### config.mk
export PLATFORM = sky130hd
export DESIGN_NAME = crc_checked_frame_receiver_unit
export DESIGN_NICKNAME = d
export VERILOG_FILES = /design/src/hw/rtl/ccfr_pkg.sv /design/src/hw/rtl/ccfr_crc_byte.sv /design/src/hw/rtl/crc_checked_frame_receiver_unit.sv
export VERILOG_INCLUDE_DIRS = /design/src /design/src/hw/rtl
export SDC_FILE = /design/constraint.sdc
export NUM_CORES = 1
export LEC_CHECK = 0
export BUFFER_PORTS_ARGS = -buffer_cell sky130_fd_sc_hd__buf_2
export CAP_MARGIN = 40
export CORE_MARGIN = 1
export CORE_UTILIZATION = 50
export CTS_CLUSTER_DIAMETER = 120
export DETAILED_ROUTE_END_ITERATION = 7
export PLACE_DENSITY = 0.79
export SLEW_MARGIN = 10
export SYNTH_ARGS = -nofsm -noshare
export SYNTH_HDL_FRONTEND = slang
export SYNTH_SLANG_ARGS = --single-unit
### constraint.sdc
create_clock -name clk -period 3.55 [get_ports clk]
set_input_delay 0.355 -clock clk [delete_from_list [all_inputs] [get_ports clk]]
set_output_delay 0.355 -clock clk [all_outputs]
set_load 0.01 [all_outputs]
### src/hw/rtl/crc_checked_frame_receiver_unit_macros.svh
// ----------------------------------------------------------------------------
// Assertion macros for the framed packet receiver
// Shared wrappers for clocked, reset-qualified checks.
// ----------------------------------------------------------------------------
`ifndef CRC_CHECKED_FRAME_RECEIVER_UNIT_MACROS_SVH
`define CRC_CHECKED_FRAME_RECEIVER_UNIT_MACROS_SVH

// Same-cycle implication, checked while out of reset.
`define CCFR_ASSERT_IMPLIES(label, clk, rst_n, ante, cons, msg) \
  label: assert property (@(posedge clk) disable iff (!rst_n) (ante) |-> (cons)) \
    else $error(msg);

// Next-cycle implication, checked while out of reset.
`define CCFR_ASSERT_NEXT(label, clk, rst_n, ante, cons, msg) \
  label: assert property (@(posedge clk) disable iff (!rst_n) (ante) |=> (cons)) \
    else $error(msg);

`endif

### src/hw/rtl/ccfr_pkg.sv
// ----------------------------------------------------------------------------
// ccfr_pkg
// Types and constants of the framed packet receiver with CRC-32 check.
// ----------------------------------------------------------------------------
package ccfr_pkg;

  localparam logic [31:0] CRC_INIT = 32'hFFFF_FFFF;
  localparam logic [31:0] CRC_POLY = 32'h04C1_1DB7;

  // start, type, two length bytes, four CRC bytes, end
  localparam logic [16:0] FRAME_OVERHEAD = 17'd9;

  // Register indexes (byte address / 4)
  localparam logic [1:0] REG_START_BYTE = 2'd0;
  localparam logic [1:0] REG_END_BYTE   = 2'd1;
  localparam logic [1:0] REG_MAX_FRAME  = 2'd2;

  localparam logic [7:0]  START_BYTE_RST = 8'hAA;
  localparam logic [7:0]  END_BYTE_RST   = 8'hBB;
  localparam logic [15:0] MAX_FRAME_RST  = 16'd1033;

  // Verdict codes
  localparam logic [2:0] VERDICT_OK        = 3'd0;
  localparam logic [2:0] VERDICT_BAD_START = 3'd1;
  localparam logic [2:0] VERDICT_BAD_END   = 3'd2;
  localparam logic [2:0] VERDICT_BAD_CRC   = 3'd3;
  localparam logic [2:0] VERDICT_TOO_LONG  = 3'd4;

  // Result kinds
  localparam logic KIND_PAYLOAD = 1'b0;
  localparam logic KIND_VERDICT = 1'b1;

  typedef enum logic [2:0] {
    PH_IDLE,
    PH_TYPE,
    PH_LEN_LO,
    PH_LEN_HI,
    PH_PAYLOAD,
    PH_CRC,
    PH_END
  } phase_t;

endpackage

### src/hw/rtl/ccfr_crc_byte.sv
// ----------------------------------------------------------------------------
// ccfr_crc_byte
// One byte of MSB-first CRC-32 update (poly 0x04C11DB7), eight bit steps.
// ----------------------------------------------------------------------------
module ccfr_crc_byte (
  input  logic [31:0] crc_in,
  input  logic [7:0]  data_in,
  output logic [31:0] crc_out
);

  always_comb begin
    logic [31:0] c;
    c = crc_in ^ {data_in, 24'd0};
    for (int k = 0; k < 8; k++) begin
      if (c[31]) begin
        c = {c[30:0], 1'b0} ^ ccfr_pkg::CRC_POLY;
      end else begin
        c = {c[30:0], 1'b0};
      end
    end
    crc_out = c;
  end

endmodule

### src/hw/rtl/crc_checked_frame_receiver_unit.sv
// ----------------------------------------------------------------------------
// crc_checked_frame_receiver_unit
// Frame parser: start, type, 16-bit LE length, payload, 32-bit LE CRC, end.
// ----------------------------------------------------------------------------
//
//  Channel  | Ports              | Word content
//  ---------+--------------------+---------------------------------------------
//  in       | in_t{valid,ready}  | tdata[7:0] rx_byte
//  out      | out_t{valid,ready} | tuser item_kind; tdata payload/type/len/verdict
//  cfg      | APB cfg_p*         | 0x0 start_byte, 0x4 end_byte, 0x8 max_frame_bytes
//
//  One word per cycle while the output is taken: a word is captured in the
//  input register, parsed and CRC-updated once the output register is free,
//  and its result (if any) lands in the output register, which drives out_tvalid.
//  The limit is the single-byte CRC update between the two registers.
//  Reset (rst_n low, synchronous) returns to idle and restores register defaults.
//  A stalled output holds the pipeline; in_tready drops only while both the
//  input and output registers are full and the output is not taken.
// ----------------------------------------------------------------------------
`include "crc_checked_frame_receiver_unit_macros.svh"

module crc_checked_frame_receiver_unit (
  input  logic        clk,
  input  logic        rst_n,

  input  logic        in_tvalid,
  output logic        in_tready,
  input  logic [7:0]  in_tdata,    // [7:0] rx_byte

  output logic        out_tvalid,
  input  logic        out_tready,
  output logic [39:0] out_tdata,   // [7:0] payload_byte, [15:8] frame_type,
                                   // [31:16] frame_bytes, [34:32] verdict, rest 0
  output logic        out_tuser,   // [0] item_kind

  input  logic        cfg_psel,
  input  logic        cfg_penable,
  input  logic        cfg_pwrite,
  input  logic [3:0]  cfg_paddr,
  input  logic [31:0] cfg_pwdata,
  output logic [31:0] cfg_prdata,
  output logic        cfg_pready
);

  // --------------------------------------------------------------------------
  // Configuration registers
  // --------------------------------------------------------------------------
  logic [7:0]  start_byte_r;
  logic [7:0]  end_byte_r;
  logic [15:0] max_frame_r;
  logic        cfg_wr;
  logic [1:0]  cfg_idx;

  assign cfg_pready = 1'b1;
  assign cfg_idx    = cfg_paddr[3:2];
  assign cfg_wr     = cfg_psel & cfg_penable & cfg_pwrite & cfg_pready;

  always_ff @(posedge clk) begin
    if (!rst_n) begin
      start_byte_r <= ccfr_pkg::START_BYTE_RST;
      end_byte_r   <= ccfr_pkg::END_BYTE_RST;
      max_frame_r  <= ccfr_pkg::MAX_FRAME_RST;
    end else if (cfg_wr) begin
      case (cfg_idx)
        ccfr_pkg::REG_START_BYTE: start_byte_r <= cfg_pwdata[7:0];
        ccfr_pkg::REG_END_BYTE:   end_byte_r   <= cfg_pwdata[7:0];
        ccfr_pkg::REG_MAX_FRAME:  max_frame_r  <= cfg_pwdata[15:0];
        default: ;  // unmapped address: drop the write
      endcase
    end
  end

  always_comb begin
    case (cfg_idx)
      ccfr_pkg::REG_START_BYTE: cfg_prdata = {24'd0, start_byte_r};
      ccfr_pkg::REG_END_BYTE:   cfg_prdata = {24'd0, end_byte_r};
      ccfr_pkg::REG_MAX_FRAME:  cfg_prdata = {16'd0, max_frame_r};
      default:                  cfg_prdata = 32'd0;
    endcase
  end

  // --------------------------------------------------------------------------
  // Input register and pipeline flow control
  // --------------------------------------------------------------------------
  logic       s1_valid_r;
  logic [7:0] s1_byte_r;
  logic       out_free;
  logic       advance;

  logic        out_valid_r;
  logic        out_kind_r;
  logic [7:0]  out_payload_r;
  logic [7:0]  out_type_r;
  logic [15:0] out_bytes_r;
  logic [2:0]  out_verdict_r;

  // Output register can take a new word when empty or being drained now.
  assign out_free  = !out_valid_r || out_tready;
  assign advance   = s1_valid_r && out_free;
  assign in_tready = !s1_valid_r || out_free;

  always_ff @(posedge clk) begin
    if (!rst_n) begin
      s1_valid_r <= 1'b0;
    end else if (in_tready) begin
      s1_valid_r <= in_tvalid;
    end
  end

  always_ff @(posedge clk) begin
    if (in_tready && in_tvalid) begin
      s1_byte_r <= in_tdata;
    end
  end

  // --------------------------------------------------------------------------
  // Parser state
  // --------------------------------------------------------------------------
  ccfr_pkg::phase_t phase_r, phase_nxt;
  logic [15:0] byte_count_r, byte_count_nxt;
  logic [15:0] payload_len_r, payload_len_nxt;
  logic [31:0] running_crc_r, running_crc_nxt;
  logic [31:0] received_crc_r, received_crc_nxt;
  logic [7:0]  held_type_r, held_type_nxt;

  logic [31:0] crc_fed;
  logic [16:0] count_inc;
  logic [16:0] frame_total;
  logic        is_start;

  ccfr_crc_byte u_crc (
    .crc_in  (running_crc_r),
    .data_in (s1_byte_r),
    .crc_out (crc_fed)
  );

  assign count_inc   = {1'b0, byte_count_r} + 17'd1;
  assign frame_total = {1'b0, payload_len_r} + ccfr_pkg::FRAME_OVERHEAD;
  assign is_start    = (s1_byte_r == start_byte_r);

  // Next phase
  always_comb begin
    case (phase_r)
      ccfr_pkg::PH_TYPE:   phase_nxt = ccfr_pkg::PH_LEN_LO;
      ccfr_pkg::PH_LEN_LO: phase_nxt = ccfr_pkg::PH_LEN_HI;
      ccfr_pkg::PH_LEN_HI: begin
        phase_nxt = ({s1_byte_r, payload_len_r[7:0]} == 16'd0) ?
                    ccfr_pkg::PH_CRC : ccfr_pkg::PH_PAYLOAD;
      end
      ccfr_pkg::PH_PAYLOAD: begin
        phase_nxt = (count_inc >= {1'b0, payload_len_r}) ?
                    ccfr_pkg::PH_CRC : ccfr_pkg::PH_PAYLOAD;
      end
      ccfr_pkg::PH_CRC: begin
        phase_nxt = (count_inc >= 17'd4) ? ccfr_pkg::PH_END : ccfr_pkg::PH_CRC;
      end
      ccfr_pkg::PH_END: phase_nxt = ccfr_pkg::PH_IDLE;
      default:          phase_nxt = is_start ? ccfr_pkg::PH_TYPE : ccfr_pkg::PH_IDLE;
    endcase
  end

  // Datapath updates and result word
  logic        res_valid;
  logic        res_kind;
  logic [7:0]  res_payload;
  logic [7:0]  res_type;
  logic [15:0] res_bytes;
  logic [2:0]  res_verdict;

  always_comb begin
    byte_count_nxt   = byte_count_r;
    payload_len_nxt  = payload_len_r;
    running_crc_nxt  = running_crc_r;
    received_crc_nxt = received_crc_r;
    held_type_nxt    = held_type_r;
    res_valid        = 1'b0;
    res_kind         = ccfr_pkg::KIND_VERDICT;
    res_payload      = 8'd0;
    res_type         = 8'd0;
    res_bytes        = 16'd0;
    res_verdict      = ccfr_pkg::VERDICT_OK;
    case (phase_r)
      ccfr_pkg::PH_TYPE: held_type_nxt = s1_byte_r;
      ccfr_pkg::PH_LEN_LO: payload_len_nxt = {8'd0, s1_byte_r};
      ccfr_pkg::PH_LEN_HI: begin
        payload_len_nxt = {s1_byte_r, payload_len_r[7:0]};
        byte_count_nxt  = 16'd0;
      end
      ccfr_pkg::PH_PAYLOAD: begin
        running_crc_nxt = crc_fed;
        byte_count_nxt  = (count_inc >= {1'b0, payload_len_r}) ? 16'd0 : count_inc[15:0];
        res_valid       = 1'b1;
        res_kind        = ccfr_pkg::KIND_PAYLOAD;
        res_payload     = s1_byte_r;
        res_type        = held_type_r;
      end
      ccfr_pkg::PH_CRC: begin
        // Little-endian: place the byte by its position in the CRC field.
        case (byte_count_r[1:0])
          2'd0:    received_crc_nxt = received_crc_r | {24'd0, s1_byte_r};
          2'd1:    received_crc_nxt = received_crc_r | {16'd0, s1_byte_r, 8'd0};
          2'd2:    received_crc_nxt = received_crc_r | {8'd0, s1_byte_r, 16'd0};
          default: received_crc_nxt = received_crc_r | {s1_byte_r, 24'd0};
        endcase
        byte_count_nxt = (count_inc >= 17'd4) ? 16'd0 : count_inc[15:0];
      end
      ccfr_pkg::PH_END: begin
        res_valid      = 1'b1;
        res_type       = held_type_r;
        byte_count_nxt = 16'd0;
        if (s1_byte_r != end_byte_r) begin
          res_verdict = ccfr_pkg::VERDICT_BAD_END;
        end else if (running_crc_r != received_crc_r) begin
          res_verdict = ccfr_pkg::VERDICT_BAD_CRC;
        end else if (frame_total > {1'b0, max_frame_r}) begin
          res_verdict = ccfr_pkg::VERDICT_TOO_LONG;
        end else begin
          res_bytes = frame_total[15:0];
        end
      end
      default: begin
        // Idle, or an unused phase code treated as idle.
        if (is_start) begin
          byte_count_nxt   = 16'd0;
          payload_len_nxt  = 16'd0;
          running_crc_nxt  = ccfr_pkg::CRC_INIT;
          received_crc_nxt = 32'd0;
          held_type_nxt    = 8'd0;
        end else begin
          res_valid   = 1'b1;
          res_verdict = ccfr_pkg::VERDICT_BAD_START;
        end
      end
    endcase
  end

  always_ff @(posedge clk) begin
    if (!rst_n) begin
      phase_r        <= ccfr_pkg::PH_IDLE;
      byte_count_r   <= 16'd0;
      payload_len_r  <= 16'd0;
      running_crc_r  <= ccfr_pkg::CRC_INIT;
      received_crc_r <= 32'd0;
      held_type_r    <= 8'd0;
    end else if (advance) begin
      phase_r        <= phase_nxt;
      byte_count_r   <= byte_count_nxt;
      payload_len_r  <= payload_len_nxt;
      running_crc_r  <= running_crc_nxt;
      received_crc_r <= received_crc_nxt;
      held_type_r    <= held_type_nxt;
    end
  end

  // --------------------------------------------------------------------------
  // Output register
  // --------------------------------------------------------------------------
  always_ff @(posedge clk) begin
    if (!rst_n) begin
      out_valid_r <= 1'b0;
    end else if (advance) begin
      out_valid_r <= res_valid;
    end else if (out_tready) begin
      out_valid_r <= 1'b0;
    end
  end

  always_ff @(posedge clk) begin
    if (advance && res_valid) begin
      out_kind_r    <= res_kind;
      out_payload_r <= res_payload;
      out_type_r    <= res_type;
      out_bytes_r   <= res_bytes;
      out_verdict_r <= res_verdict;
    end
  end

  assign out_tvalid = out_valid_r;
  assign out_tuser  = out_kind_r;
  assign out_tdata  = {5'd0, out_verdict_r, out_bytes_r, out_type_r, out_payload_r};

  // --------------------------------------------------------------------------
  // Assertions
  // --------------------------------------------------------------------------
  `CCFR_ASSERT_IMPLIES(a_payload_word_clean, clk, rst_n,
    out_valid_r && (out_kind_r == ccfr_pkg::KIND_PAYLOAD),
    (out_verdict_r == ccfr_pkg::VERDICT_OK) && (out_bytes_r == 16'd0),
    "payload word carries verdict or length")
  `CCFR_ASSERT_IMPLIES(a_error_zero_len, clk, rst_n,
    out_valid_r && (out_kind_r == ccfr_pkg::KIND_VERDICT) &&
    (out_verdict_r != ccfr_pkg::VERDICT_OK),
    out_bytes_r == 16'd0,
    "error verdict carries nonzero frame length")
  `CCFR_ASSERT_IMPLIES(a_crc_count_range, clk, rst_n,
    phase_r == ccfr_pkg::PH_CRC,
    byte_count_r < 16'd4,
    "CRC byte position out of range")
  `CCFR_ASSERT_NEXT(a_end_to_idle, clk, rst_n,
    advance && (phase_r == ccfr_pkg::PH_END),
    (phase_r == ccfr_pkg::PH_IDLE) && out_valid_r,
    "end byte did not return to idle with a verdict")

endmodule

# Yosys cells after proc, flatten, opt, wreduce, memory -nomap -nowiden
# Cells that the tools add are included.
# totals
ff_bits	185
in_bits	51
ram_bits	0
wordCells	130
rom_bits	0
latchBits	0
mem_count	0
# op_classes
add_sub_neg	2
n_eq_ne	13
n_reduce_logical	36
order_cmp	3
n_shift	0
n_div	0
bitwise	22
n_mul	0
muxes	36
# ops
cell	n
$mux 27	8
$pmux 32 s2	2
$not 14->14	8
$pmux 16 s3	2
$pmux 32 s3	1
$mux 32	2
$pmux 16 s4	1
$mux 16	3
$ne 32x32->1	1
$or 32x16->32	1
$or 32x24->32	1
$or 32x32->32	1
$or 32x8->32	1
$xor 32x32->32	1
$reduce_or 5->1	4
$pmux 3 s6	1
$add 16x1->17 const B	1
$add 16x4->17 const B	1
$ge 17x16->1	1
$ge 17x3->1 const B	1
$gt 17x16->1	1
$logic_not 16->1	1
$pmux 8 s2	1
$reduce_and 3->1	5
other kinds (26)	62

# Depth between registers and ports, before layout
# logic_depth
word_depth	18
depth_mapped	17

# Hierarchy
# A second synthesis with hierarchy kept.
# unflattened
cells_unflattened	1149
area_unflattened_um2	10680.2
# modules_own_cells
module	cells_per_inst	instances	area_each_um2
crc_checked_frame_receiver_unit	1086	1	9723.1
ccfr_crc_byte	63	1	957.2

# Worst setup path after synthesis
# OpenSTA, ideal clock, no wires.
# synth_path
path_type	reg-to-reg
from	register byte_count_r[0]
to	register byte_count_r[15]
path_stages_with_launch	15
slack_ns	0.170
t_arrival_ns	3.262
required_ns	3.433
setup_time_ns	0.117
path_cell_list	dfxtp_1 ha_1 clkbuf_1 nand3_1 nor4_1 nor2_1 nand2b_1 ha_1 o21a_1 o21ai_0 o31a_1 a32o_2 buf_6 buf_8 a32o_1
# synth_via
elab_chain_len	4
# synth_rtl
item	line	source
from (decl)	crc_checked_frame_receiver_unit.sv:120	logic [15:0] byte_count_r, byte_count_nxt;
from (signal assigned)	crc_checked_frame_receiver_unit.sv:247	byte_count_r <= byte_count_nxt;
$add 16x1->17 (*)	crc_checked_frame_receiver_unit.sv:137	assign count_inc = {1'b0, byte_count_r} + 17'd1;
$ge 17x3->1 / $ge 17x16->1 (equally long branches)	crc_checked_frame_receiver_unit.sv:205, crc_checked_frame_receiver_unit.sv:191	
$mux 16, on equally long branches	crc_checked_frame_receiver_unit.sv:205, crc_checked_frame_receiver_unit.sv:191	
$pmux 16 s4 (*)	crc_checked_frame_receiver_unit.sv:182	case (phase_r)
# Every way passes the cells marked *; elsewhere a longest branch is shown, timed or not.
# A chain may end at the register's enable or synchronous reset.

# Worst setup path in the final report
# layout_path
from	register byte_count_r[2]
to	register byte_count_r[14]
# Same word-level chain as after synthesis.

==> impl_results.md <==
* TritonCTS Buffers at 17
* Gr usage total at 0.250
* Routed vias at between 8,000 and 9,000
* Post-CTS sizing at 0
* Reg-to-reg critical path endpoint: byte_count_r[14]$_SDFFE_PN0P_
* Headroom to the max-slew limit at 0.365
* FF+latch count, synth at around 190
* Maximum vdd drop at 363 uV
* Initial core utilization at 0.516
* HPWL Detailed at 17,900 um
* Outcome: completed
* Top post-synthesis cells by area: dfxtp_1 28%, edfxtp_1 13%, xnor2_1 9.0%
* Area Overhead vs Synth at 12.5%
* Max frequency at about 300 MHz
* FF-to-FF path depth at 12
* Final-report setup violation count at 0
* Setup TNS at 0 ns
* Power per cell area at 386 mW/mm2
* Mapped Area at between 0.01 and 0.015 mm2
* H-tree levels at 4
* DR vias/cell at roughly 5.7
* Clock Latency Late Sink at approximately 0.44 ns
* Remaining antenna violation count after routing at 0
* WL/cell at 16.8 um
* Hold buffers post-CTS at 0
* Drt total wl at approximately 25,000 um
* Clock transition at path regs at about 0.070 ns
* Clock skew at 0.0101 ns
* Num rows at 51
* # diodes at 0
* Worst hold path stage count at 1
* Synth cell types at 66
* Buffers added on ports at 86
* Overall power at ~4.4 mW
* Worst path required time at around 3.9 ns
* Yosys top cell by area: dfxtp_1
* Number of synthesized flops with an enable pin at 44
* Number of fill cells in the layout at between 1,500 and 2,000
* Share of cells above drive strength 1 at 0.142
* Vias in the first global route at ~8,000
* CP Capture Type: flop
* Die Area at approximately 0.021 mm2
* Crit path to: byte_count_r[14]$_SDFFE_PN0P_
* Initial DRC count at 790
* DRC at 0
* Core ar. at roughly 0.02 mm2
* Yosys Warn Count at 0
* Worst-path maximum fanout at 17
* GPL Wtd Cong at between 0.8 and 0.9
* Mapped Cells at 1,140
* Slew Limit Fails at 0
* Critical path type: reg -> reg
* Top Ports at 127
* Post-CTS Setup Bufs at 0
* Critical Path AT at between 3 and 4 ns
* Leak at ~4.3 nW
* First-pass GRT wire length at about 40,000 um
* Largest net degree at the start of global routing at 75
* Worst hold path type: in -> reg
* CTS tree: yes
* R2r setup slk at 0.23 ns
* Syn avg cell area at 8.90 um2
* Worst hold start: in_tdata[7]
* Initial antenna violation count at 0
* Clock root buffer master: clkbuf_16
* First-pass iteration count of the detailed router at 7
* Synth top area share at 0.278
* Startpoint types: flop
* GR Overflow Total at 0
* CP Launch Point: byte_count_r[2]$_SDFFE_PN0P_
* Register area share after synthesis at 0.409
* Worst-Margin Slew at ~0.95 ns
* Die Height at between 100 and 150 um
* Die width at around 140 um
* Longest Clk Path Bufs at 2
* Clock sinks at about 190
* Fin crit period at 3.32 ns
* Final Cycle Share at 0.935
* FF-to-FF Start: byte_count_r[2]$_SDFFE_PN0P_
* Number of max-cap violations at 0
* Final-report hold violation count at 0
* Final nets at approximately 1,300
* Post-synth ARST share at 0
* Most used DFF post-synth: dfxtp_1
[flip-flops by register name (all words and copies together), names as in the netlist, 16 cells and up]
| signal | cells |
|---|---|
| out_bytes_r | 16 |
| running_crc_r | 32 |
| max_frame_r | 16 |
| payload_len_r | 16 |
| byte_count_r | 16 |
| received_crc_r | 32 |
[cells in the final DEF, fill, tap and decap left out, drive strengths merged, types with 44 or more instances in the layout]
cell	instances
dfxtp	141
nand2	132
buf	115
xnor2	107
nor2	74
nand3	73
o21ai	62
a21oi	48
edfxtp	44
inv	44
[critical path: stages (launching register included)]
cell and delay, ns:
dfxtp_1 0.50, nand3_1 0.33, nor2_1 0.24, a21oi_1 0.10
or2_2 0.32, ha_1 0.28, nand3_1 0.10, nor3_1 0.20
o311ai_0 0.18, a21o_1 0.25, a32o_4 0.40, nand2_2 0.14
o221ai_1 0.12
[synth_stat cells (15+ instances only)]
library cell	instances
a21boi_0	16
a21oi_1	48
a22o_1	16
and3_1	23
buf_4	22
clkbuf_1	54
dfxtp_1	141
edfxtp_1	44
ha_1	40
inv_1	43
mux2i_1	17
nand2_1	131
nand3_1	72
nand4_1	21
nor2_1	74
nor2b_1	15
nor3_1	15
nor4_1	15
nor4b_1	16
o21ai_0	50
xnor2_1	104
xor2_1	40
[area by class of cell]
class | count | area, um2 | share of cell area
timing repair buffer | 115 | 664 | 0.0583
multi-input combinational | 845 | 5530 | 0.485
inverter | 45 | 169 | 0.0148
tap | 265 | 332 | 0.0291
clock inverter | 14 | 126 | 0.0111
sequential | 185 | 4140 | 0.363
clock buffer | 18 | 439 | 0.0385
[routing by layer]
layer	share of wire	vias up	GRT usage
met5	0	-	0
met1	0.44	4024	0.331
met2	0.48	331	0.413
met4	0.018	0	0.0859
li1	-	4073	-
met3	0.062	39	0.0394
[per-stage QoR]
step,setup WS (ns),utilization,area (um2),hold slack [ns],cells
after floorplan,0.170,-,10200,0.442,1160
after global placement,0.200,0.549,10800,0.454,1453
after detailed placement,0.121,0.550,10800,0.462,1455
after CTS,0.0983,0.579,11400,0.0762,1487
after global routing,-0.0194,0.580,11400,0.0715,1487
final,0.230,0.580,11400,0.0847,1487
[power by group]
group | leakage, nW | total (mW) | switching, mW | internal, mW
Combinational | 2.47 | 0.363 | 0.218 | 0.145
Sequential | 1.54 | 2.21 | 0.0324 | 2.18
Clock | 0.264 | 1.83 | 0.842 | 0.985
[worst min path at each step]
stage | to | slack [ns]
2_1_floorplan | held_type_r[7]$_SDFFE_PN0P_ | 0.44
3_3_place_gp | held_type_r[3]$_SDFFE_PN0P_ | 0.45
3_5_place_dp | held_type_r[5]$_SDFFE_PN0P_ | 0.46
4_1_cts | s1_byte_r[4]$_DFFE_PP_ | 0.08
5_1_grt | s1_byte_r[3]$_DFFE_PP_ | 0.07
6_report | s1_byte_r[7]$_DFFE_PP_ | 0.08
[kinds of logic (layout without fill, tap and decap cells)]
group | count (synthesis) | after routing | share of synthesized area
and+or+nand+nor | 413 | 413 | 0.201
buffers and inverters | 130 | 192 | 0.0584
other | 2 | 22 | 0.000741
AOI/OAI and AO/OA | 205 | 205 | 0.134
DFF | 185 | 185 | 0.409
adders and majority gates | 40 | 40 | 0.0494
xor gates and xnor gates | 148 | 148 | 0.131
muxes | 17 | 17 | 0.0168
(Power assumes the default switching activity.)
